$ cat src/quaternion_vertical_accel_defines.svh
// ----------------------------------------------------------------------------
// quaternion_vertical_accel_defines.svh
// Assertion macros shared by the vertical acceleration block.
// ----------------------------------------------------------------------------
`ifndef QUATERNION_VERTICAL_ACCEL_DEFINES_SVH
`define QUATERNION_VERTICAL_ACCEL_DEFINES_SVH

// Same-cycle implication, checked outside reset
`define QVA_ASSERT_NOW(lbl, ante, cons, msg) \
    lbl: assert property (@(posedge clk) disable iff (!rst_n) (ante) |-> (cons)) \
        else $error(msg);

// Next-cycle implication, checked outside reset
`define QVA_ASSERT_NEXT(lbl, ante, cons, msg) \
    lbl: assert property (@(posedge clk) disable iff (!rst_n) (ante) |=> (cons)) \
        else $error(msg);

`endif

$ cat src/qva_pkg.sv
`timescale 1ns / 1ps
// ----------------------------------------------------------------------------
// qva_pkg
// Types, constants and helpers for the vertical acceleration pipeline.
// ----------------------------------------------------------------------------
package qva_pkg;

    localparam int QUAT_FRAC_BITS = 30;
    localparam int NUM_LANES      = 3;
    localparam int DIV_STEPS      = 32;

    localparam logic [1:0] CFG_GRAV_EN   = 2'd0;
    localparam logic [1:0] CFG_GRAV_VAL  = 2'd1;
    localparam logic [1:0] CFG_NORM_TOL  = 2'd2;

    localparam logic        RST_GRAV_EN  = 1'b1;
    localparam logic [20:0] RST_GRAV_VAL = 21'd642689;
    localparam logic [29:0] RST_NORM_TOL = 30'd10737418;

    // One divider lane: partial remainder, numerator bits then quotient bits,
    // sign of the row entry and the clamped undivided entry.
    typedef struct packed {
        logic [30:0]        rem;
        logic [31:0]        nq;
        logic               neg;
        logic signed [32:0] rc;
    } qva_lane_t;

    typedef struct packed {
        qva_lane_t [NUM_LANES-1:0] lane;
        logic [30:0]               den;
        logic [NUM_LANES-1:0][31:0] accel;
        logic                      renorm;
        logic                      zero;
    } qva_item_t;

    // Exact product, floored to the quaternion fraction
    function automatic logic signed [33:0] qmul(input logic signed [31:0] a,
                                                input logic signed [31:0] b);
        logic signed [63:0] p;
        p = a * b;
        return p[63:QUAT_FRAC_BITS];
    endfunction

endpackage

$ cat src/qva_div_step.sv
`timescale 1ns / 1ps
// ----------------------------------------------------------------------------
// qva_div_step
// One restoring-division step for all three row lanes, registered.
// ----------------------------------------------------------------------------
module qva_div_step (
    input  logic               clk,
    input  logic               rst_n,
    input  logic               en,
    input  logic               in_valid,
    input  qva_pkg::qva_item_t in_item,
    output logic               valid,
    output qva_pkg::qva_item_t item
);
    import qva_pkg::*;

    logic [31:0] trial [NUM_LANES];
    logic [31:0] diff  [NUM_LANES];
    logic        qb    [NUM_LANES];
    qva_item_t   item_next;
    logic        valid_reg;
    qva_item_t   item_reg;

    always_comb
    begin
        item_next = in_item;
        for (int i = 0; i < NUM_LANES; i++)
        begin
            // shift in the next numerator bit, subtract if it fits
            trial[i] = {in_item.lane[i].rem, in_item.lane[i].nq[31]};
            diff[i]  = trial[i] - {1'b0, in_item.den};
            qb[i]    = trial[i] >= {1'b0, in_item.den};
            item_next.lane[i].rem = qb[i] ? diff[i][30:0] : trial[i][30:0];
            item_next.lane[i].nq  = {in_item.lane[i].nq[30:0], qb[i]};
        end
    end

    always_ff @(posedge clk or negedge rst_n)
    begin
        if (!rst_n)
            valid_reg <= 1'b0;
        else if (en)
            valid_reg <= in_valid;
    end

    always_ff @(posedge clk)
    begin
        if (en)
            item_reg <= item_next;
    end

    assign valid = valid_reg;
    assign item  = item_reg;

endmodule

$ cat config.mk
export PLATFORM = sky130hd
export DESIGN_NAME = qva_div_step
export DESIGN_NICKNAME = d
export VERILOG_FILES = /design/src/quaternion_vertical_accel_defines.svh /design/src/qva_pkg.sv /design/src/qva_div_step.sv
export SDC_FILE = /design/constraint.sdc
export NUM_CORES = 1
export LEC_CHECK = 0
export BUFFER_PORTS_ARGS = -buffer_cell sky130_fd_sc_hd__buf_2
export CAP_MARGIN = 10
export CORE_AREA = 2 2 332 334
export DETAILED_ROUTE_END_ITERATION = 8
export DIE_AREA = 0 0 334 336
export GPL_TIMING_DRIVEN = 0
export PLACE_DENSITY = 0.42
export SKIP_LAST_GASP = 1
export SYNTH_ARGS = -nofsm -noshare
export SYNTH_HDL_FRONTEND = slang
export SYNTH_SLANG_ARGS = --single-unit
export TNS_END_PERCENT = 20
$ cat constraint.sdc
create_clock -name clk -period 1.4 [get_ports clk]
set_input_delay 0 -clock clk [delete_from_list [all_inputs] [get_ports clk]]
set_output_delay 0 -clock clk [all_outputs]
set_load 0.02 [all_outputs]
==> metrics.yaml <==
status:
  status: "finished with violations"
  violations: "negative hold slack, negative setup slack"
route:
  wl_per_cell_um: 25.5
  drtAntennaViolNets: 0
  drt_pass1_iterations: 5
  drt-initial-drc-count: 800
  routed_via_density: 4.00
  drc: 0
  drt_wl_total_mm: 107
  vias: 16748
floorplan:
  placementRows: 121
  ios: 845
  fp.dieW_um: 334
  die-area_sq_um: 112000
  start_util: 0.172
  core_area_sq_um: 108000
  die-height_um: 336
synthesis:
  synth.most_common_cell: "edfxtp_1"
  synth_largest_area_cell: "edfxtp_1"
  ys_warn_count: 0
  ys_dominant_reg_cell: "edfxtp_1"
  netlist_area_sq_um: 18600
  avgSynthCellArea_sq_um: 14.2
  synth-async-reset-ratio: 0.00238
  synth_area_leaders: "edfxtp_1 (68%), ha_1 (6.3%), o21ai_0 (2.5%)"
  ys_ff_latch: 421
  synth_cells: 1313
  seq_area_frac_synth: 0.679
  syn_nets: 1833
  synth_edf_count: 420
  synth_common_cells: "edfxtp_1 (420), nand2_1 (103), ha_1 (93), o21ai_0 (93), a21oi_1 (90)"
  synth_top_area_frac: 0.678
  yosysUniqueCellTypes: 76
place:
  gp_congestion: 0.842
  post-dp-hpwl_mm: 85.7
  io_buffers: 844
  place_inst: 3575
  post-place-ws_ns: -2.53
hold_path:
  hold_class: "in2reg"
worst_setup_path:
  worstPathArrival_ns: 2.50
  path_cells: "buf_12, ha_4, fa_2, nor2b_4, o31ai_4, a2111o_1, nand2_2, a21oi_2, o21bai_1, a41o_1, buf_6, buf_12, mux2_4"
  max_stage_delay_ns: 0.49
  critical-path-top-delay-family: "compound AO/OA/AOI/OAI gates"
  slowest_stage: "a2111o_1"
  cpMostUsedCell: "buf_12"
  critPathLaunchType: "input port"
  end_kind: "register"
  required_ns: 1.77
  critPathKind: "in2reg"
  critPathMaxFanout: 6
  cp_num_buf_inv: 3
grt:
  grt_pass1_vias: 17039
  antenna_found_initial: 61
  grt_max_degree: 103
  grt-ovfl-total: 0
  grt_pass1_wl_mm: 140
  grt_usage: 0.183
timing:
  period_share: 1.52
  finalSetupViolCount: 96
  rsz0062_at_grt: "true"
  hold_viol_final: 89
  tightestPinTransition_ns: 0.682
  holdWs_ns: -0.419
  max_freq_mhz: 470
  timing.final.ws_setup_ns: -0.729
  slew_viol_final: 0
  relSlewSlack: 0.541
  clock-skew-final_ns: 0
  period_needed_ns: 2.13
finish:
  layout.nets: 3238
  syn2layout_area_growth_pct: 77.1
  seq_area_sq_um: 12600
  drive_gt1_frac: 0.441
  stdcell_count: 4192
  largest_register_ffs: 420
  fillerInstances: 11230
  multi_input_area_sq_um: 6540
  post-route-util: 0.304
pwr:
  p_per_area_nw_per_um2: 1240
  leakage_nw: 13.7
  ir_worst_vdd_v: 0.000881
run:
  drv_cap: 0
cts:
  cts-buffers-inserted: 55
  clock_latency_ns: 0.67
  root_buffer: "clkbuf_16"
  cts.sinks: 421
  clock_path_buffers: 3
  path_clk_slew_ns: 0.06
  cts_tree: "done"
  htreeDepth: 2
==> metal layers <==
metal / track usage / wire (um) / share of wire / up-vias
met5: 0 / 317 / 0.0030 / -
met4: 0.0738 / 4850 / 0.045 / 54
met3: 0.0738 / 9830 / 0.092 / 183
met2: 0.321 / 52900 / 0.49 / 591
met1: 0.194 / 39200 / 0.37 / 8059
li1: - / - / - / 7861
==> per-stage QoR <==
step	area, sq um	TNS (ns)	power, mW
3_5_place_dp	24900	-232.20	23.9
4_1_cts	32300	-61.87	41.3
2_1_floorplan	18700	-81.48	20.0
6_report	32900	-59.67	40.8
5_1_grt	32900	-68.34	42.5
3_3_place_gp	24700	-3102.82	24.0
==> area by class of cell <==
type / instances / share of cell area
Sequential cell: 421 / 0.384
Tap cell: 1414 / 0.0537
Clock buffer: 65 / 0.0432
Timing Repair Buffer: 1355 / 0.287
Buffer: 27 / 0.0101
Inverter: 57 / 0.00877
Multi-Input combinational cell: 801 / 0.198
Antenna cell: 15 / 0.00114
Clock inverter: 37 / 0.0143
==> cells by family (layout without fill, tap and decap cells) <==
group / count (synthesis) / in the layout / synth area share
flip-flops: 421 / 421 / 0.679
AO/OA/AOI/OAI: 336 / 336 / 0.116
AND/OR/NAND/NOR: 272 / 272 / 0.0698
adder cells (fa/ha/maj): 96 / 96 / 0.0658
buffers and inverters: 91 / 1541 / 0.0202
XOR/XNOR: 79 / 79 / 0.0372
multiplexers: 18 / 18 / 0.0114
other: 0 / 15 / 0
==> worst paths after layout <==
check,startpoint,endpoint,slack [ns],cells past startpoint
max reg2reg,valid$_DFFE_PN0P_,valid$_DFFE_PN0P_,0.66,1
max,in_item[98],item[201]$_DFFE_PP_,-0.73,13
min in group asynchronous,rst_n,valid$_DFFE_PN0P_,0.17,3
min,in_item[98],item[98]$_DFFE_PP_,-0.42,1
max in group asynchronous,rst_n,valid$_DFFE_PN0P_,1.13,3
min reg2reg,valid$_DFFE_PN0P_,valid$_DFFE_PN0P_,0.51,1
==> placed cells by master, fill, tap and decap left out, drive strengths merged, types with 9 or more instances in the layout <==
cell,count
a211oi,12
a21o,49
a21oi,92
a31oi,11
and3,12
buf,952
bufinv,9
clkbuf,77
clkinv,17
clkinvlp,22
diode,15
dlygate4sd3,418
edfxtp,420
ha,93
inv,46
mux2,17
nand2,103
nand2b,12
nand3,22
nand4,17
nor2,56
nor2b,19
nor3,11
o21ai,102
o21bai,10
xnor2,38
xor2,41
==> what timing repair did <==
| item | CTS | global route |
|---|---|---|
| buffers inserted | 66 | 19 |
| cloned | 5 | 0 |
| hold buffers | 396 | 24 |
| endpoints found under the setup margin | 96 | 97 |
| endpoints found under the hold margin | 490 | 108 |
| resized for setup | 205 | 68 |
| pin swaps | 40 | 35 |
==> where the power goes <==
group	switching, mW	internal [mW]	total (mW)
clock network	6.23	8.97	15.2
logic	5.81	4.06	9.88
registers	0.330	15.3	15.7
Power figures use the tool's default switching activity.
